[config.mk]
export PLATFORM = sky130hd
export DESIGN_NAME = datetime_offset_adjust
export DESIGN_NICKNAME = d
export VERILOG_FILES = /design/src/rtl/dto_pkg.sv /design/src/rtl/dto_time.sv /design/src/rtl/dto_date.sv /design/src/rtl/datetime_offset_adjust.sv
export SDC_FILE = /design/constraint.sdc
export NUM_CORES = 1
export LEC_CHECK = 0
export ABC_AREA = 1
export BUFFER_PORTS_ARGS = -buffer_cell sky130_fd_sc_hd__buf_2
export CORE_ASPECT_RATIO = 0.9
export CORE_MARGIN = 10
export CORE_UTILIZATION = 50
export DETAILED_ROUTE_END_ITERATION = 10
export PLACE_DENSITY = 0.7
export SLEW_MARGIN = 30
export SYNTH_ARGS = -nofsm -noshare
export SYNTH_HDL_FRONTEND = slang
export SYNTH_SLANG_ARGS = --single-unit
[constraint.sdc]
create_clock -name clock -period 9.29 [get_ports clock]
set_input_delay 1.858 -clock clock [delete_from_list [all_inputs] [get_ports clock]]
set_output_delay 1.858 -clock clock [all_outputs]
set_load 0.005 [all_outputs]
[src/rtl/dto_pkg.sv]
package dto_pkg;

   // calendar and clock constants
   localparam int unsigned MinsPerHour = 60;
   localparam int unsigned HoursPerDay = 24;

   // divisibility by 25 through the multiplicative inverse modulo 2^16
   localparam logic [15:0] Inv25      = 16'd23593;
   localparam logic [15:0] Div25Limit = 16'd2621;

   // configuration register indexes
   localparam int unsigned CsrIndexWidth = 1;
   localparam int unsigned CsrDataWidth  = 6;

   typedef enum logic [CsrIndexWidth-1:0] {
      CSR_OFFSET_HOURS   = 1'b0,
      CSR_OFFSET_MINUTES = 1'b1
   } csr_index_type;

   // input item
   typedef struct packed {
      logic        mode;
      logic [15:0] in_year;
      logic [3:0]  in_mon;
      logic [4:0]  in_day;
      logic [2:0]  in_weekday;
      logic [4:0]  in_hour;
      logic [5:0]  in_minute;
      logic [5:0]  in_second;
   } req_item_type;

   // result item
   typedef struct packed {
      logic [15:0] out_year;
      logic [3:0]  out_month;
      logic [4:0]  out_day;
      logic [2:0]  out_weekday;
      logic [4:0]  out_hour;
      logic [5:0]  out_minute;
      logic [5:0]  out_second;
   } rsp_item_type;

   // day step decided by the time of day arithmetic
   typedef struct packed {
      logic fwd;
      logic back;
   } day_step_type;

   // gregorian leap year: div by 4, and not by 100 unless by 400
   function automatic logic is_leap(input logic [15:0] year);
      logic [31:0] prod;
      logic        div4;
      logic        div16;
      logic        div25;
      prod  = 32'(year) * 32'(Inv25);
      div4  = (year[1:0] == 2'b00);
      div16 = (year[3:0] == 4'b0000);
      div25 = (prod[15:0] <= Div25Limit);
      return div4 && (!div25 || div16);
   endfunction

   // length of a month, month already in 1..12
   function automatic logic [4:0] month_len(input logic [3:0] month, input logic leap);
      logic [4:0] len;
      case (month)
         4'd2:    len = leap ? 5'd29 : 5'd28;
         4'd4:    len = 5'd30;
         4'd6:    len = 5'd30;
         4'd9:    len = 5'd30;
         4'd11:   len = 5'd30;
         default: len = 5'd31;
      endcase
      return len;
   endfunction

endpackage

[src/rtl/dto_time.sv]
module dto_time import dto_pkg::*; (
   input  req_item_type      item,
   input  logic signed [4:0] zone_hours,
   input  logic [5:0]        offset_minutes,
   output logic [4:0]        out_hour,
   output logic [5:0]        out_minute,
   output day_step_type      step
);

   logic [4:0]        hour_s;
   logic [5:0]        min_s;
   logic [5:0]        om_s;
   logic signed [4:0] oh_s;
   logic signed [5:0] oh_ext;
   logic signed [5:0] oh_eff;
   logic [5:0]        om_eff;
   logic [6:0]        m_sum;
   logic [6:0]        m_adj;
   logic              carry;
   logic signed [6:0] h_sum;
   logic signed [6:0] h_adj;

   // clamp inputs and offset into range
   always_comb begin
      hour_s = (item.in_hour > 5'd23) ? 5'd23 : item.in_hour;
      min_s  = (item.in_minute > 6'd59) ? 6'd59 : item.in_minute;
      om_s   = (offset_minutes > 6'd59) ? 6'd59 : offset_minutes;
      if (zone_hours < -5'sd12) begin
         oh_s = -5'sd12;
      end else if (zone_hours > 5'sd12) begin
         oh_s = 5'sd12;
      end else begin
         oh_s = zone_hours;
      end
   end

   // negate the offset for subtraction, borrowing an hour for the minutes
   always_comb begin
      oh_ext = {oh_s[4], oh_s};
      oh_eff = oh_ext;
      om_eff = om_s;
      if (item.mode) begin
         if (om_s != 6'd0) begin
            oh_eff = -oh_ext - 6'sd1;
            om_eff = 6'(MinsPerHour) - om_s;
         end else begin
            oh_eff = -oh_ext;
         end
      end
   end

   // minute add with carry, then hour add with day wrap
   always_comb begin
      m_sum = {1'b0, min_s} + {1'b0, om_eff};
      carry = (m_sum >= 7'(MinsPerHour));
      m_adj = carry ? (m_sum - 7'(MinsPerHour)) : m_sum;
      h_sum = $signed({2'b00, hour_s}) + $signed({6'b000000, carry})
            + $signed({oh_eff[5], oh_eff});
      step.fwd  = (h_sum >= $signed(7'(HoursPerDay)));
      step.back = h_sum[6];
      if (step.fwd) begin
         h_adj = h_sum - $signed(7'(HoursPerDay));
      end else if (step.back) begin
         h_adj = h_sum + $signed(7'(HoursPerDay));
      end else begin
         h_adj = h_sum;
      end
      out_hour   = h_adj[4:0];
      out_minute = m_adj[5:0];
   end

endmodule

[src/rtl/dto_date.sv]
module dto_date import dto_pkg::*; (
   input  req_item_type item,
   input  day_step_type step,
   output logic [15:0]  out_year,
   output logic [3:0]   out_month,
   output logic [4:0]   out_day,
   output logic [2:0]   out_weekday
);

   logic [3:0] month_s;
   logic [3:0] prev_month;
   logic       leap;
   logic [4:0] cur_len;

   // clamp month and look up lengths for this year
   always_comb begin
      if (item.in_mon == 4'd0) begin
         month_s = 4'd1;
      end else if (item.in_mon > 4'd12) begin
         month_s = 4'd12;
      end else begin
         month_s = item.in_mon;
      end
      prev_month = month_s - 4'd1;
      leap       = is_leap(item.in_year);
      cur_len    = month_len(month_s, leap);
   end

   // one day forward or back across month and year ends
   always_comb begin
      out_year    = item.in_year;
      out_month   = month_s;
      out_day     = item.in_day;
      out_weekday = item.in_weekday;
      if (step.fwd) begin
         out_weekday = (item.in_weekday >= 3'd7) ? 3'd1 : (item.in_weekday + 3'd1);
         if (item.in_day >= cur_len) begin
            out_day = 5'd1;
            if (month_s == 4'd12) begin
               out_month = 4'd1;
               out_year  = item.in_year + 16'd1;
            end else begin
               out_month = month_s + 4'd1;
            end
         end else begin
            out_day = item.in_day + 5'd1;
         end
      end else if (step.back) begin
         out_weekday = (item.in_weekday <= 3'd1) ? 3'd7 : (item.in_weekday - 3'd1);
         if (item.in_day <= 5'd1) begin
            if (month_s == 4'd1) begin
               out_month = 4'd12;
               out_year  = item.in_year - 16'd1;
               out_day   = 5'd31;
            end else begin
               out_month = prev_month;
               out_day   = month_len(prev_month, leap);
            end
         end else begin
            out_day = item.in_day - 5'd1;
         end
      end
   end

endmodule

[src/rtl/datetime_offset_adjust.sv]
// Adds or subtracts a programmed time zone offset (signed hours plus a minute
// part) to a civil date and time, rolling days over months and years with
// Gregorian leap years and stepping the weekday along. One item is accepted
// every cycle while the result side does not stall; an accepted item goes
// through the input register and the calendar logic into the result register.
// Stall on the result side holds the result register and then the input
// register. Program the offset through the csr port only while no item is in
// flight; csr writes are always taken.
module datetime_offset_adjust import dto_pkg::*; (
   input  logic                     clock,
   input  logic                     reset,
   input  logic                     req_valid,
   output logic                     req_stall,
   input  req_item_type             req_item,
   output logic                     rsp_valid,
   input  logic                     rsp_stall,
   output rsp_item_type             rsp_item,
   input  logic                     csr_valid,
   output logic                     csr_ready,
   input  csr_index_type            csr_index,
   input  logic [CsrDataWidth-1:0]  csr_data
);

   logic signed [4:0] zone_hours_ff;
   logic [5:0]        offset_minutes_ff;
   logic              s1_valid_ff;
   logic              s1_valid_in;
   req_item_type      s1_item_ff;
   req_item_type      s1_item_in;
   logic              out_valid_ff;
   logic              out_valid_in;
   rsp_item_type      out_item_ff;
   rsp_item_type      out_item_in;
   logic              out_free;
   logic              s1_free;
   rsp_item_type      calc_item;
   day_step_type      step;
   logic [4:0]        calc_hour;
   logic [5:0]        calc_minute;
   logic [15:0]       calc_year;
   logic [3:0]        calc_month;
   logic [4:0]        calc_day;
   logic [2:0]        calc_weekday;

   // offset registers
   assign csr_ready = 1'b1;

   always_ff @(posedge clock) begin
      if (reset) begin
         zone_hours_ff     <= 5'sd0;
         offset_minutes_ff <= 6'd0;
      end else if (csr_valid) begin
         case (csr_index)
            CSR_OFFSET_HOURS:   zone_hours_ff     <= $signed(csr_data[4:0]);
            CSR_OFFSET_MINUTES: offset_minutes_ff <= csr_data[5:0];
            default:            ;
         endcase
      end
   end

   // time of day arithmetic
   dto_time u_time (
      .item           (s1_item_ff),
      .zone_hours     (zone_hours_ff),
      .offset_minutes (offset_minutes_ff),
      .out_hour       (calc_hour),
      .out_minute     (calc_minute),
      .step           (step)
   );

   // calendar day step
   dto_date u_date (
      .item        (s1_item_ff),
      .step        (step),
      .out_year    (calc_year),
      .out_month   (calc_month),
      .out_day     (calc_day),
      .out_weekday (calc_weekday)
   );

   // gather the result item
   always_comb begin
      calc_item.out_year    = calc_year;
      calc_item.out_month   = calc_month;
      calc_item.out_day     = calc_day;
      calc_item.out_weekday = calc_weekday;
      calc_item.out_hour    = calc_hour;
      calc_item.out_minute  = calc_minute;
      calc_item.out_second  = s1_item_ff.in_second;
   end

   // pipeline flow control
   always_comb begin
      out_free     = !out_valid_ff || !rsp_stall;
      s1_free      = !s1_valid_ff || out_free;
      req_stall    = !s1_free;
      s1_valid_in  = s1_free ? req_valid : s1_valid_ff;
      s1_item_in   = (s1_free && req_valid) ? req_item : s1_item_ff;
      out_valid_in = out_free ? s1_valid_ff : out_valid_ff;
      out_item_in  = (out_free && s1_valid_ff) ? calc_item : out_item_ff;
   end

   // stage control
   always_ff @(posedge clock) begin
      if (reset) begin
         s1_valid_ff  <= 1'b0;
         out_valid_ff <= 1'b0;
      end else begin
         s1_valid_ff  <= s1_valid_in;
         out_valid_ff <= out_valid_in;
      end
   end

   // stage payload
   always_ff @(posedge clock) begin
      s1_item_ff  <= s1_item_in;
      out_item_ff <= out_item_in;
   end

   assign rsp_valid = out_valid_ff;
   assign rsp_item  = out_item_ff;

   // an empty input stage never stalls the requester
   a_empty_no_stall: assert property (@(posedge clock) disable iff (reset)
      !s1_valid_ff |-> !req_stall)
      else $error("input stage empty but stalling");

   // a held item moves on whenever the result register frees up
   a_item_advances: assert property (@(posedge clock) disable iff (reset)
      (s1_valid_ff && out_free) |=> out_valid_ff)
      else $error("item lost between stages");

   // results stay within the clock ranges
   a_time_range: assert property (@(posedge clock) disable iff (reset)
      rsp_valid |-> (rsp_item.out_hour <= 5'd23 && rsp_item.out_minute <= 6'd59))
      else $error("result time out of range");

   // result month is always a real month
   a_month_range: assert property (@(posedge clock) disable iff (reset)
      rsp_valid |-> (rsp_item.out_month >= 4'd1 && rsp_item.out_month <= 4'd12))
      else $error("result month out of range");

endmodule

# Word-level counts from Yosys, hierarchy flattened
# Cells that the tools add are included.
classes:
  n_eq_ne: 12
  n_div: 0
  magnitude_cmp: 13
  n_mux: 38
  n_mul: 1
  bitwise_logic: 1
  shifts: 0
  addsub: 17
  n_reduce_logical: 19
ops:
  columns: ["op", "n"]
  rows:
  - ["$mux W16", 6]
  - ["$mux W5", 10]
  - ["$mux W6", 7]
  - ["$mux W4", 8]
  - ["$eq A4 B4 Y1 const B", 5]
  - ["$pmux W5 S2", 2]
  - ["$add A16 B1 Y16 const B", 1]
  - ["$eq A4 B3 Y1 const B", 4]
  - ["$le A16 B12 Y1 const B", 1]
  - ["$mul A16 B15 Y16 const B", 1]
  - ["$sub A16 B1 Y16 const B", 1]
  - ["$ge A7 B6 Y1 const B", 2]
  - ["$gt A6 B6 Y1 const B", 2]
  - ["$mux W3", 4]
  - ["$gt A5 B5 Y1 const B", 2]
  - ["$eq A4 B2 Y1 const B", 2]
  - ["$logic_not A4 Y1", 2]
  - ["$reduce_or A4 Y1", 2]
  - ["$add A6 B6 Y7", 1]
  - ["$add A7 B6 Y7", 1]
  - ["$add A5 B1 Y6", 1]
  - ["$neg A5 Y6", 1]
  - ["$reduce_bool A6 Y1", 1]
  - ["$sub A6 B2 Y6 const B", 1]
  - ["other kinds (24)", 33]
totals:
  romBits: 0
  out_inout_bits: 48
  latch_bits: 0
  ramBits: 0
  regBits: 104
  in_bits: 58
  elab_cells: 120
  mem_count: 0

# Logic depth before layout (Yosys ltp)
logic_depth:
  depth_word: 12
  ltp_mapped: 38
  mapped_depth_nobuf: 38

# By module
# From an unflattened synthesis, not the netlist that was laid out.
unflattened:
  cells_unflattened: 900
  area_unflattened_um2: 8034.0
by_module_without_submodules:
  columns: ["mod", "seq_area_each_um2", "n_inst", "area_per_inst_um2", "cells_per_inst"]
  rows:
  - ["dto_date", 0.0, 1, 3363.2, 509]
  - ["datetime_offset_adjust", 2992.9, 1, 3274.4, 167]
  - ["dto_time", 0.0, 1, 1396.3, 224]

# Worst setup path after synthesis
# OpenSTA, ideal clock, no wires.
synth_timing:
  kind: "reg-to-reg"
  start: "reg s1_item_ff[32] (netlist name)"
  end: "reg out_item_ff, in the netlist rsp_item[41] (data pin)"
  period_less_slack_ps: 5677
  stages_incl_launch_ff: 30
  path_slack_ps: 3613
  setup_time_ps: 252
  t_required_ps: 9038
  path_buffers: 1
  arrival_ps: 5425
  cell_sequence: "edfxtp_1 -> clkinv_1 -> ha_1 -> ha_1 -> inv_1 -> fa_1 -> inv_1 -> fa_1 -> fa_1 -> ha_1 -> ha_1 -> a21oi_1 -> o21ai_0 -> a31oi_1 -> inv_1 -> nand2_1 -> nand2_1 -> nand2_1 -> nand2_1 -> a21oi_1 -> ha_1 -> o21ai_0 -> nand2_1 -> nand3_1 -> inv_2 -> clkbuf_1 -> nand2_1 -> o21ai_0 -> nand2_1 -> nand2_1"
synth_rtl:
  columns: ["element", "line_no", "source"]
  rows:
  - ["start, declared", "datetime_offset_adjust.sv:28", "req_item_type s1_item_ff;"]
  - ["start signal, assigned", "datetime_offset_adjust.sv:116", "s1_item_ff <= s1_item_in;"]
  - ["end signal, assigned", "datetime_offset_adjust.sv:117", "out_item_ff <= out_item_in;"]
  - ["end, declared", "datetime_offset_adjust.sv:32", "rsp_item_type out_item_ff;"]

==> flow_metrics.py <==
metrics = {
    "routing": {
        "vias": 7927,
        "route.detailed.drc": 0,
        "wl_per_cell_um": 15.5,
        "firstDrtPassIters": 6,
        "via_per_inst": 5.32,
        "route.final.wire_length_mm": 23.1,
        "drt-initial-drc-count": 564,
        "postRouteAntennaNets": 0,
    },
    "sta": {
        "slew_headroom": 0.377,
        "finalCriticalPeriod_ps": 6590,
        "setup_violations": 0,
        "slew_violations": 0,
        "finalCritPeriodShare": 0.710,
        "worst_slew_pin_slew_ps": 934,
        "fmax_ghz": 0.152,
        "hold_viol": 0,
        "rsz0062_at_grt": "no",
        "fin_worst_skew_ps": 11.5,
        "holdWs_ps": 424,
        "final.setup.tns_ps": 0,
    },
    "die": {
        "coreArea_um2": 17800,
        "die_area_um2": 24100,
        "rows": 46,
        "io_pins": 106,
        "start_util": 0.513,
        "die_w_um": 162,
        "die_h_um": 148,
    },
    "worst_setup_path": {
        "start_kind": "register",
        "crit_path_max_fanout": 25,
        "endpoint_kind": "register",
        "path_class": "reg2reg",
        "critPathMaxStageDelay_ps": 610,
        "critical_path_arrival_ps": 6710,
        "worst_ep_required_time_ps": 9410,
        "worst_path_max_delay_cell": "edfxtp_1",
        "cp_common_cell": "nand2_1",
    },
    "clocking": {
        "root_buffer": "clkbuf_16",
        "clk_latency_ps": 370,
        "htreeDepth": 3,
        "path_clk_slew_ps": 80,
        "clk_path_buf_depth": 2,
        "cts_sinks": 104,
        "cts_setup_buffers": 0,
        "cts_hold_buf": 0,
        "cts_tree": "built",
        "cts-resized-gates": 0,
        "numCtsBuffers": 9,
    },
    "synthesis": {
        "avgSynthCellArea_um2": 7.84,
        "ys_seq_area_frac": 0.328,
        "ys_ff_latch": 104,
        "syn_nets": 1343,
        "ys.flop_type": "edfxtp_1",
        "syn-instance-count": 1164,
        "async_flop_share": 0,
        "synth_edf_count": 91,
        "ys_types": 52,
        "synth_area_um2": 9120,
        "yosys_warnings": 0,
    },
    "cells_and_area": {
        "area_delta_synth_final_pct": 11.2,
        "fin_util": 0.570,
        "fin_cells": 1489,
        "nNetsFinal": 1423,
        "layout_commonest_cell": "nand2_1",
        "drive_gt1_frac": 0.120,
        "antenna_cells": 0,
        "mostFrequentLayoutCells": "294 x nand2_1, 161 x inv_1, 104 x buf_2",
    },
    "global_route": {
        "grt_pass1_vias": 7622,
        "grt_pass1_wl_mm": 38.0,
        "antenna_found_initial": 0,
        "grt_max_degree": 47,
        "grt-ovfl-total": 0,
        "grtUsageTotal": 0.192,
    },
    "hold_path": {
        "hold_class": "reg2reg",
    },
    "run_status": {
        "status": "finished clean",
    },
    "pwr": {
        "p_leak_nw": 4.93,
        "total_power_mw": 2.02,
        "vdd_drop_max_mv": 0.117,
        "power_density_nw_per_um2": 199,
    },
    "placement": {
        "dp_cells": 1473,
        "dp_hpwl_mm": 17.2,
        "port_buffers": 104,
        "gp_congestion": 0.920,
    },
    "run": {
        "drv_cap": 0,
    },
}
## where the power goes
group | switching (mW) | leakage (nW) | internal (mW)
sequential | 0.0277 | 0.980 | 0.595
clock | 0.201 | 0.166 | 0.234
combinational | 0.610 | 3.79 | 0.351
total | 0.839 | 4.93 | 1.18
## synthesized netlist by cell type (2+ instances only)
cell type,n,area share
edfxtp_1,91,0.30
buf_4,2,0.0016
nand3_1,98,0.054
a21oi_1,23,0.013
clkbuf_1,23,0.0095
xnor2_1,16,0.015
o2111ai_1,3,0.0029
a21o_1,3,0.0025
a31oi_1,3,0.0021
or2_2,4,0.0027
nor2_1,62,0.026
o22ai_1,2,0.0014
conb_1,2,0.00082
nand2_1,294,0.12
o211ai_1,3,0.0025
nor3_1,8,0.0044
fa_1,20,0.044
o21bai_1,2,0.0016
buf_2,11,0.0060
nand4_1,22,0.015
nand3b_1,3,0.0025
ha_1,101,0.14
nand2_4,5,0.0062
dfxtp_1,13,0.029
inv_1,162,0.067
xor2_1,44,0.042
buf_6,2,0.0025
inv_2,5,0.0021
o21ai_0,88,0.048
o21ai_1,4,0.0022
nand3_2,2,0.0022
o21a_1,2,0.0016
clkinv_1,12,0.0049
a211oi_1,11,0.0091
## final timing paths
kind	startpoint	end	slack, ps	depth (start not counted)
worst max-delay path	s1_item_ff[45]	rsp_item[25]	2700	31
worst min register to register	calc_item[0]	rsp_item[0]	420	0
worst min-delay path	calc_item[0]	rsp_item[0]	420	0
worst max register to register	s1_item_ff[45]	rsp_item[25]	2700	31
## cell type report
class	instances	area (um2)
Sequential cell	104	2990
Clock buffer	10	250
Clock inverter	6	91.3
Tap cell	240	300
Inverter	180	681
Multi-Input combinational cell	842	5280
Timing Repair Buffer	107	543
Fill cell	1641	7640
## sequential cells by signal, summed over array words and instances (netlist names)
register	count
zone_hours_ff	5
rsp_valid	1
s1_item_ff	40
offset_minutes_ff	6
s1_valid_ff	1
calc_item	6
rsp_item	45
## routing by layer
metal,part of all wire,GRT usage,vias to the layer above,wire [um]
met5,0,0,-,0
met4,0.019,0.0477,0,437
met3,0.080,0.0403,38,1860
met2,0.46,0.316,326,10600
met1,0.44,0.250,3594,10100
li1,-,-,3969,-
## stage by stage
step | cell area (um2) | setup WS [ps]
3_3_place_gp | 9800 | 2800
6_report | 10100 | 2700
5_1_grt | 10100 | 2110
2_1_floorplan | 9120 | 3610
4_1_cts | 10100 | 2710
3_5_place_dp | 9800 | 2740
## worst max-delay path, delay by kind of cell (launching register included)
| kind | cells | cell delay [ps] |
|---|---|---|
| simple gates | 13 | 2320 |
| xor+xnor | 3 | 480 |
| flops | 1 | 610 |
| fa+ha+maj | 6 | 1600 |
| buf+inv | 6 | 680 |
| compound gates | 3 | 600 |
## kinds of logic after synthesis
kind of cell             Yosys count  share of synthesized area
AO/OA/AOI/OAI                    149                     0.0913
XOR/XNOR                          60                     0.0576
adder cells (fa/ha/maj)          121                      0.182
buffers and inverters            218                     0.0940
flip-flops                       104                      0.328
other                              2                   0.000823
AND/OR/NAND/NOR                  510                      0.246
Power figures use the tool's default switching activity.
